[config.mk]
export PLATFORM = sky130hd
export DESIGN_NAME = length_prefixed_frame_parser
export DESIGN_NICKNAME = d
export VERILOG_FILES = /design/src/rtl/core/lpfp_pkg.sv /design/src/rtl/core/length_prefixed_frame_parser.sv /design/src/rtl/core/lpfp_parser_core.sv /design/src/rtl/core/lpfp_out_skid.sv
export SDC_FILE = /design/constraint.sdc
export NUM_CORES = 1
export LEC_CHECK = 0
export BUFFER_PORTS_ARGS = -buffer_cell sky130_fd_sc_hd__buf_4
export CAP_MARGIN = 40
export CORE_MARGIN = 5
export CORE_UTILIZATION = 30
export DETAILED_ROUTE_END_ITERATION = 12
export PLACE_DENSITY = 0.44
export SYNTH_ARGS = -nofsm -noshare
export SYNTH_HDL_FRONTEND = slang
export SYNTH_SLANG_ARGS = --single-unit
[constraint.sdc]
create_clock -name aclk -period 12.11 [get_ports aclk]
set_clock_uncertainty 0.05 [all_clocks]
set_input_delay 2.422 -clock aclk [delete_from_list [all_inputs] [get_ports aclk]]
set_output_delay 2.422 -clock aclk [all_outputs]
set_load 0.005 [all_outputs]
[src/rtl/core/lpfp_pkg.sv]
// lpfp_pkg: shared types and constants of the length-prefixed frame parser
package lpfp_pkg;

    localparam logic [7:0]  HDR_BYTE       = 8'h55;
    localparam logic [12:0] LIMIT_CAP      = 13'd4096;
    localparam logic [7:0]  CODE_STATUS    = 8'hE3;
    localparam logic [7:0]  CODE_HANDSHAKE = 8'hC0;
    localparam int          PLAY_BIT       = 2;
    localparam logic [12:0] STATUS_IDX_E3  = 13'd2;
    localparam logic [12:0] STATUS_IDX_C0  = 13'd15;

    typedef enum logic [2:0] {
        PH_HUNT   = 3'd0,
        PH_LEN_LO = 3'd1,
        PH_LEN_HI = 3'd2,
        PH_CODE   = 3'd3,
        PH_DATA   = 3'd4,
        PH_CHECK  = 3'd5
    } phase_t;

    typedef struct packed {
        logic        playing;
        logic        playing_known;
        logic        checksum_good;
        logic [11:0] data_length;
        logic [11:0] data_offset;
        logic [7:0]  data_byte;
        logic [7:0]  response_code;
        logic        item_kind;
    } result_t;

endpackage

[src/rtl/core/length_prefixed_frame_parser.sv]
// length_prefixed_frame_parser: top level, byte stream in, data and end-of-frame beats out
// a result beat is registered in the output stage before it appears on m_, or held in the skid entry under stall
// throughput: one input beat per cycle while s_tready is high; the frame state updates on each accepted beat
// a stalled output is absorbed by one skid entry, so s_tready drops only with two results held or in reset
// reset: synchronous active-low aresetn; hunting for header, limit = min(MAX_BODY, 4096)
module length_prefixed_frame_parser #(
    parameter int MAX_BODY = 4096
) (
    input  logic        aclk,
    input  logic        aresetn,
    input  logic        cfg_we,
    input  logic [12:0] cfg_wdata,     // max_body_length
    input  logic        s_tvalid,
    output logic        s_tready,
    input  logic [7:0]  s_tdata,       // in_byte
    output logic        m_tvalid,
    input  logic        m_tready,
    // response_code[7:0], data_byte[15:8], data_offset[27:16], data_length[39:28],
    // checksum_good[40], playing_known[41], playing[42], zero pad[47:43]
    output logic [47:0] m_tdata,
    output logic [0:0]  m_tuser        // item_kind
);

    localparam int          LIMIT_INT   = (MAX_BODY > 4096) ? 4096 : MAX_BODY;
    localparam logic [12:0] LIMIT_RESET = LIMIT_INT[12:0];

    logic              in_accept;
    logic              res_valid;
    lpfp_pkg::result_t res;
    lpfp_pkg::result_t out_res;

    assign in_accept = s_tvalid && s_tready;

    lpfp_parser_core #(
        .LIMIT_RESET(LIMIT_RESET)
    ) u_core (
        .aclk     (aclk),
        .aresetn  (aresetn),
        .cfg_we   (cfg_we),
        .cfg_wdata(cfg_wdata),
        .in_accept(in_accept),
        .in_byte  (s_tdata),
        .res_valid(res_valid),
        .res      (res)
    );

    lpfp_out_skid u_out (
        .aclk     (aclk),
        .aresetn  (aresetn),
        .in_valid (in_accept && res_valid),
        .in_data  (res),
        .in_ready (s_tready),
        .out_valid(m_tvalid),
        .out_data (out_res),
        .out_ready(m_tready)
    );

    assign m_tuser = out_res.item_kind;
    assign m_tdata = {5'd0, out_res.playing, out_res.playing_known, out_res.checksum_good,
                      out_res.data_length, out_res.data_offset, out_res.data_byte,
                      out_res.response_code};

    // out of reset, input stalls only while a result is held on the output
    a_stall_needs_output: assert property (@(posedge aclk) disable iff (!aresetn)
        !s_tready |-> m_tvalid)
        else $error("input stalled with no result held");

    a_end_beat_clean: assert property (@(posedge aclk) disable iff (!aresetn)
        (m_tvalid && m_tuser[0]) |-> (m_tdata[27:8] == 20'd0))
        else $error("end beat carries data byte or offset");

    a_data_beat_clean: assert property (@(posedge aclk) disable iff (!aresetn)
        (m_tvalid && !m_tuser[0]) |-> (m_tdata[47:28] == 20'd0))
        else $error("data beat carries end-of-frame fields");

    a_playing_known: assert property (@(posedge aclk) disable iff (!aresetn)
        (m_tvalid && m_tdata[41]) |-> m_tdata[40])
        else $error("playback flag decoded on a bad checksum");

endmodule

[src/rtl/core/lpfp_parser_core.sv]
// lpfp_parser_core: frame state machine, length check and checksum, one beat per cycle while in_accept is high
module lpfp_parser_core #(
    parameter logic [12:0] LIMIT_RESET = 13'd4096
) (
    input  logic               aclk,
    input  logic               aresetn,
    input  logic               cfg_we,
    input  logic [12:0]        cfg_wdata,
    input  logic               in_accept,
    input  logic [7:0]         in_byte,
    output logic               res_valid,
    output lpfp_pkg::result_t  res
);

    lpfp_pkg::phase_t phase_reg, phase_next;
    logic [12:0] max_len_reg;
    logic [7:0]  len_lo_reg, len_lo_next;
    logic [12:0] body_len_reg, body_len_next;
    logic [12:0] count_reg, count_next;
    logic [7:0]  sum_reg, sum_next;
    logic [7:0]  code_reg, code_next;
    logic        play_reg, play_next;
    logic        seen_reg, seen_next;

    logic [12:0] lim;
    logic [15:0] len_word;
    logic        len_bad;
    logic        has_status;
    logic [12:0] status_idx;
    logic [7:0]  sum_add;
    logic        good;
    logic        known;

    always_ff @(posedge aclk) begin
        if (!aresetn) begin
            max_len_reg <= LIMIT_RESET;
        end else if (cfg_we) begin
            max_len_reg <= cfg_wdata;
        end
    end

    always_ff @(posedge aclk) begin
        if (!aresetn) begin
            phase_reg    <= lpfp_pkg::PH_HUNT;
            len_lo_reg   <= 8'd0;
            body_len_reg <= 13'd0;
            count_reg    <= 13'd0;
            sum_reg      <= 8'd0;
            code_reg     <= 8'd0;
            play_reg     <= 1'b0;
            seen_reg     <= 1'b0;
        end else if (in_accept) begin
            phase_reg    <= phase_next;
            len_lo_reg   <= len_lo_next;
            body_len_reg <= body_len_next;
            count_reg    <= count_next;
            sum_reg      <= sum_next;
            code_reg     <= code_next;
            play_reg     <= play_next;
            seen_reg     <= seen_next;
        end
    end

    assign lim      = (max_len_reg > lpfp_pkg::LIMIT_CAP) ? lpfp_pkg::LIMIT_CAP : max_len_reg;
    assign len_word = {in_byte, len_lo_reg};
    assign len_bad  = (len_word == 16'd0) || (len_word > {3'd0, lim});
    assign sum_add  = sum_reg + in_byte;
    assign good     = (sum_add == 8'd0);
    assign known    = good && seen_reg;

    always_comb begin
        has_status = 1'b0;
        status_idx = 13'd0;
        if (code_reg == lpfp_pkg::CODE_STATUS) begin
            has_status = 1'b1;
            status_idx = lpfp_pkg::STATUS_IDX_E3;
        end else if (code_reg == lpfp_pkg::CODE_HANDSHAKE) begin
            has_status = 1'b1;
            status_idx = lpfp_pkg::STATUS_IDX_C0;
        end
    end

    always_comb begin
        phase_next    = phase_reg;
        len_lo_next   = len_lo_reg;
        body_len_next = body_len_reg;
        count_next    = count_reg;
        sum_next      = sum_reg;
        code_next     = code_reg;
        play_next     = play_reg;
        seen_next     = seen_reg;
        res_valid     = 1'b0;
        res           = '0;
        res.response_code = code_reg;
        unique case (phase_reg)
            lpfp_pkg::PH_LEN_LO: begin
                len_lo_next = in_byte;
                phase_next  = lpfp_pkg::PH_LEN_HI;
            end
            lpfp_pkg::PH_LEN_HI: begin
                if (len_bad) begin
                    // resync on a header seen inside the length bytes
                    if (len_lo_reg == lpfp_pkg::HDR_BYTE) begin
                        len_lo_next = in_byte;
                        phase_next  = lpfp_pkg::PH_LEN_HI;
                    end else if (in_byte == lpfp_pkg::HDR_BYTE) begin
                        phase_next = lpfp_pkg::PH_LEN_LO;
                    end else begin
                        phase_next = lpfp_pkg::PH_HUNT;
                    end
                end else begin
                    body_len_next = len_word[12:0];
                    sum_next      = len_lo_reg + in_byte;
                    count_next    = 13'd0;
                    seen_next     = 1'b0;
                    play_next     = 1'b0;
                    phase_next    = lpfp_pkg::PH_CODE;
                end
            end
            lpfp_pkg::PH_CODE: begin
                code_next  = in_byte;
                sum_next   = sum_add;
                phase_next = (body_len_reg <= 13'd1) ? lpfp_pkg::PH_CHECK : lpfp_pkg::PH_DATA;
            end
            lpfp_pkg::PH_DATA: begin
                if (has_status && (count_reg == status_idx)) begin
                    play_next = in_byte[lpfp_pkg::PLAY_BIT];
                    seen_next = 1'b1;
                end
                sum_next          = sum_add;
                count_next        = count_reg + 13'd1;
                res_valid         = 1'b1;
                res.item_kind     = 1'b0;
                res.data_byte     = in_byte;
                res.data_offset   = count_reg[11:0];
                if (({1'b0, count_reg} + 14'd2) >= {1'b0, body_len_reg}) begin
                    phase_next = lpfp_pkg::PH_CHECK;
                end
            end
            lpfp_pkg::PH_CHECK: begin
                sum_next          = sum_add;
                res_valid         = 1'b1;
                res.item_kind     = 1'b1;
                res.data_length   = body_len_reg[11:0] - 12'd1;
                res.checksum_good = good;
                res.playing_known = known;
                res.playing       = known && play_reg;
                phase_next        = lpfp_pkg::PH_HUNT;
            end
            default: begin
                phase_next = (in_byte == lpfp_pkg::HDR_BYTE) ? lpfp_pkg::PH_LEN_LO
                                                              : lpfp_pkg::PH_HUNT;
            end
        endcase
    end

endmodule

[src/rtl/core/lpfp_out_skid.sv]
// lpfp_out_skid: result register with one skid stage so input keeps flowing for one more result under stall
module lpfp_out_skid (
    input  logic               aclk,
    input  logic               aresetn,
    input  logic               in_valid,
    input  lpfp_pkg::result_t  in_data,
    output logic               in_ready,
    output logic               out_valid,
    output lpfp_pkg::result_t  out_data,
    input  logic               out_ready
);

    logic              out_valid_reg;
    logic              skid_valid_reg;
    lpfp_pkg::result_t out_data_reg;
    lpfp_pkg::result_t skid_data_reg;

    // no beat is taken while reset is held
    assign in_ready  = aresetn && !skid_valid_reg;
    assign out_valid = out_valid_reg;
    assign out_data  = out_data_reg;

    always_ff @(posedge aclk) begin
        if (!aresetn) begin
            out_valid_reg  <= 1'b0;
            skid_valid_reg <= 1'b0;
        end else if (out_ready || !out_valid_reg) begin
            if (skid_valid_reg) begin
                out_valid_reg  <= 1'b1;
                skid_valid_reg <= 1'b0;
            end else begin
                out_valid_reg <= in_valid;
            end
        end else if (in_valid) begin
            skid_valid_reg <= 1'b1;
        end
    end

    always_ff @(posedge aclk) begin
        if (out_ready || !out_valid_reg) begin
            out_data_reg <= skid_valid_reg ? skid_data_reg : in_data;
        end else if (in_valid && !skid_valid_reg) begin
            skid_data_reg <= in_data;
        end
    end

endmodule

* Word level (Yosys, flattened, before mapping)
Index checks and enable logic that the tools add are counted.
Word-level totals: bits of input ports 26, flip-flop bits (word level) 158
Operators by class: $lt $le $gt $ge 4, bitwise gates (word level) 3, add/sub/neg operators 5, equal/unequal tests 15, reduce and logical (&&, ||, !) cells 27, multiplexer cells 29
Operators by type and width (number):
- 44-bit 2-to-1 mux | 1
- 13-bit 2-to-1 mux | 3
- 8-bit case mux with 2 select lines | 2
- 13-bit case mux with 2 select lines | 1
- 8-bit 2-to-1 mux | 3
- 20-bit 2-to-1 mux | 1
- 8-bit adder | 2
- 8-bit by 7-bit == test with 1-bit output (second input constant) | 2
- 8-bit == test (second input constant) | 2
- 16-bit by 13-bit > comparator with 1-bit output | 1
- 16-bit zero test | 1
- 15-bit 2-to-1 mux | 1
- 3-bit case mux with 5 select lines | 1
- 13-bit by 2-bit adder with 14-bit output (second input constant) | 1
- 14-bit by 13-bit greater-or-equal comparator with 1-bit output | 1
- 13-bit by 1-bit adder with 13-bit output (second input constant) | 1
- 13-bit == test | 1
- 13-bit > comparator (second input constant) | 1
- 13-bit by 1-bit <= comparator with 1-bit output (second input constant) | 1
- 12-bit by 1-bit subtractor with 12-bit output (second input constant) | 1
- 1-bit 2-to-1 mux | 10
- 3-bit 2-to-1 mux | 3
- 3-bit AND reduction | 3
- 8-bit zero test | 1
- other kinds (16) | 38

* Longest topological paths before layout
depth in word-level cells 7, gate-level depth with buffers 13, mapped depth without buffers 13

* By module
A second synthesis with hierarchy kept.
Second synthesis, totals: cells, all modules 761, area, all modules 8358.0 µm²
By module, submodules not included:
- lpfp_parser_core | times used 1, area each 4928.5 µm², cells each 608
- lpfp_out_skid | times used 1, area each 3375.7 µm², cells each 145
- length_prefixed_frame_parser | times used 1, area each 53.8 µm², cells each 8

* Least setup slack after synthesis
Ideal clock, no wire load.
path kind input port to flip-flop, start point input m_tready, end point register u_out.skid_data_reg[0] (netlist name) (enable), stages 2, arrival time 6.678 ns, path slack 4.883 ns, library setup time 0.500 ns, path through nand2b_1 -> nor3_1
On the way: longest elaborated chain between the ends 3
RTL lines:
- from (decl) | line length_prefixed_frame_parser.sv:17 | input logic m_tready,
- 1-bit logical OR | line lpfp_out_skid.sv:40 | if (out_ready || !out_valid_reg) begin
- 1-bit inverter (no source line)
- 2-bit AND reduction (no source line)
- to (signal assigned) | line lpfp_out_skid.sv:43 | skid_data_reg <= in_data;
- to (decl) | line lpfp_out_skid.sv:16 | lpfp_pkg::result_t skid_data_reg;
No other way between the ends. A chain may end at the register's enable or synchronous reset.

* Final worst setup path
start point input aresetn, end point output s_tready
On the way: longest elaborated chain between the ends 1
RTL lines:
- from (decl) | line length_prefixed_frame_parser.sv:10 | input logic aresetn,
- 1-bit logical AND | line lpfp_out_skid.sv:19 | assign in_ready = aresetn && !skid_valid_reg;
- to (decl) | line length_prefixed_frame_parser.sv:14 | output logic s_tready,
No other way between the ends.

==> flow_summary.yaml <==
cts:
  clk-insertion-delay-late_ns: 0.43
  htree_levels: 4
  cts_tree: "done"
  cts_resized: 0
  clk_pin_slew_ns: 0.07
  hold_buffers: 0
  cts_sinks: 158
  postCtsSetupBuffers: 0
  root_buffer: "clkbuf_16"
  cts_buffers: 17
  max-clock-path-buffers: 2
power:
  p_leak_uw: 0.00410
  ir_drop_uv: 57.1
  powerDensity_mw_per_mm2: 121
  finalPower_uw: 1160
logic_synthesis:
  yosysWarnings: 0
  synth-compound-area-share: 0.109
  synth_cell_type_count: 64
  synth_common_cells: "edfxtp_1, nand2_1, dfxtp_1"
  ys_ff_latch: 158
  synth_area_leaders: "edfxtp_1, dfxtp_1, ha_1, mux2i_1, mux2_2"
  synthXorXnorAreaFrac: 0.0309
  synth_top_area_frac: 0.322
  muxShareOfSynthArea: 0.0997
  synth-adder-area-share: 0.0719
  yosysMostFrequentCell: "edfxtp_1"
  yosysSeqAreaShare: 0.493
  ys_async_sr_fraction: 0
  synth_top_family_by_area: "simple AND/OR/NAND/NOR gates"
  synth.largest_area_cell: "edfxtp_1"
  synth_edf_count: 88
  synthCells: 763
  synth.avg_cell_area_sq_um: 10.8
  synth-main-ff-cell: "edfxtp_1"
  synthesis.area_sq_mm: 0.00821
  synthSimpleGateAreaFrac: 0.151
critical_path:
  path_cells: "buf_4 -> inv_1 -> nor2_1 -> buf_4"
  cp_slowest_stage_delay_ns: 0.32
  path_max_fanout: 24
  cp-start-kind: "input port"
  cp_common_cell: "buf_4"
  cp_slowest_cell: "buf_4"
  worstPathRequired_ns: 9.64
  end_kind: "output port"
  crit_arrival_ns: 3.17
  critical_path_class: "in -> out"
timing:
  maxSlewHeadroom: 0.429
  setup_viol: 0
  drv_slew: 0
  rsz0062_at_grt: "no"
  max_freq_ghz: 0.177
  post-route-period-util: 0.466
  finalHoldViolCount: 0
  fin_setup_tns_ns: 0
  tightest_slew_ns: 0.849
  hold-worst-slack_ns: 0.430
  finalCriticalPeriod_ns: 5.64
die:
  die_h_um: 175
  ioPinCount: 77
  die-area_sq_mm: 0.0308
  coreArea_sq_mm: 0.0270
  start_util: 0.305
  rows: 60
  dieWidth_um: 175
global_routing:
  grt_start_max_net_pins: 60
  grt_overflow: 0
  antenna_found_initial: 0
  grt_pass1_vias: 5920
  grt_first_pass_wirelength_mm: 34.0
  track_usage: 0.141
detailed_routing:
  drc: 0
  dr_total_vias: 5808
  finalWirelength_mm: 21.5
  ant_nets: 0
  vias_per_cell: 4.94
  wl_per_cell_um: 18.3
  drtIter0Drc: 331
  drtPass1Iterations: 5
cells_and_area:
  fill_cells: 2695
  regArea_sq_mm: 0.00405
  antenna_cells: 0
  multi_input_area_sq_mm: 0.00382
  nets: 893
  syn_to_final_growth_pct: 17.5
  drive_above_1_share: 0.192
place:
  gp_congestion: 0.810
  hpwl_mm: 15.2
  numPortBuffers: 71
worst_hold_path:
  holdCritPathClass: "reg -> reg"
job:
  drv_cap: 0
status:
  status: "complete, no violations"
## kinds of logic after synthesis
kind of cell,Yosys count
AO/OA/AOI/OAI,112
adder cells (fa/ha/maj),46
AND/OR/NAND/NOR,255
flip-flops,158
multiplexers,78
XOR/XNOR,29
other,1
buffers and inverters,84
## worst paths after layout
check             cells past startpoint  slack [ns]                  end                    from
setup / recovery                      4        6.47             s_tready                 aresetn
hold reg to reg                       2        0.43    u_core.sum_reg[7]       u_core.sum_reg[7]
setup reg to reg                     11        8.59  u_core.count_reg[2]  u_core.max_len_reg[12]
hold / removal                        2        0.43    u_core.sum_reg[7]       u_core.sum_reg[7]
## routing by layer
metal	vias to the layer above	part of all wire	GRT usage
met5	-	0	0
met1	2762	0.50	0.194
met4	0	0.013	0.0370
li1	2915	-	-
met2	112	0.46	0.228
met3	19	0.030	0.0291
## layout by cell type (no fill, tap or decap), types with 3 or more instances in the layout
cell       count
mux2i_1       48
a2111o_1      11
nand2b_1       5
xnor2_1       21
nand2_1       74
nor3_1        30
and2_1         4
a21oi_1       20
inv_1         41
o211ai_1       4
a31oi_1        3
nand3_1       19
o21ai_0        9
or3_1          4
clkinv_8       5
buf_4         77
clkbuf_16     17
a21o_1         9
nand4_1        6
edfxtp_1      88
a211oi_1       6
o21a_1         4
nor2_1        65
xor2_1         8
nor2b_1        6
o31ai_1       14
nor4_1        10
a221oi_1       3
conb_1         5
ha_1          44
and3_1        15
dfxtp_1       69
o2111ai_1     10
inv_6          6
nor4b_1        4
mux2_2        30
## where the power goes
part | internal [uW] | switching (uW)
registers | 564 | 4.81
clock network | 277 | 263
logic | 22.2 | 33.9
total | 863 | 301
## metrics by stage
| stage | setup WS, ns | util | cell area (sq um) | instances |
|---|---|---|---|---|
| 2_1_floorplan | 4.88 | - | 8230 | 767 |
| 3_3_place_gp | 6.49 | 0.335 | 9030 | 1142 |
| 3_5_place_dp | 6.49 | 0.336 | 9050 | 1143 |
| 4_1_cts | 6.48 | 0.358 | 9650 | 1175 |
| 5_1_grt | 6.40 | 0.358 | 9650 | 1175 |
| 6_report | 6.47 | 0.358 | 9650 | 1175 |
## layout make-up
class | count | area share
Clock buffer | 17 | 0.0441
Timing Repair Buffer | 78 | 0.0628
Sequential cell | 158 | 0.419
Inverter | 41 | 0.0159
Clock inverter | 15 | 0.0175
Tap cell | 341 | 0.0442
Multi-Input combinational cell | 525 | 0.396
## worst max-delay path, delay by kind of cell
kind,cells,cell delay (ns)
buffers and inverters,3,0.56
AND/OR/NAND/NOR,1,0.16
No activity file was read; power rests on OpenSTA's default activity.
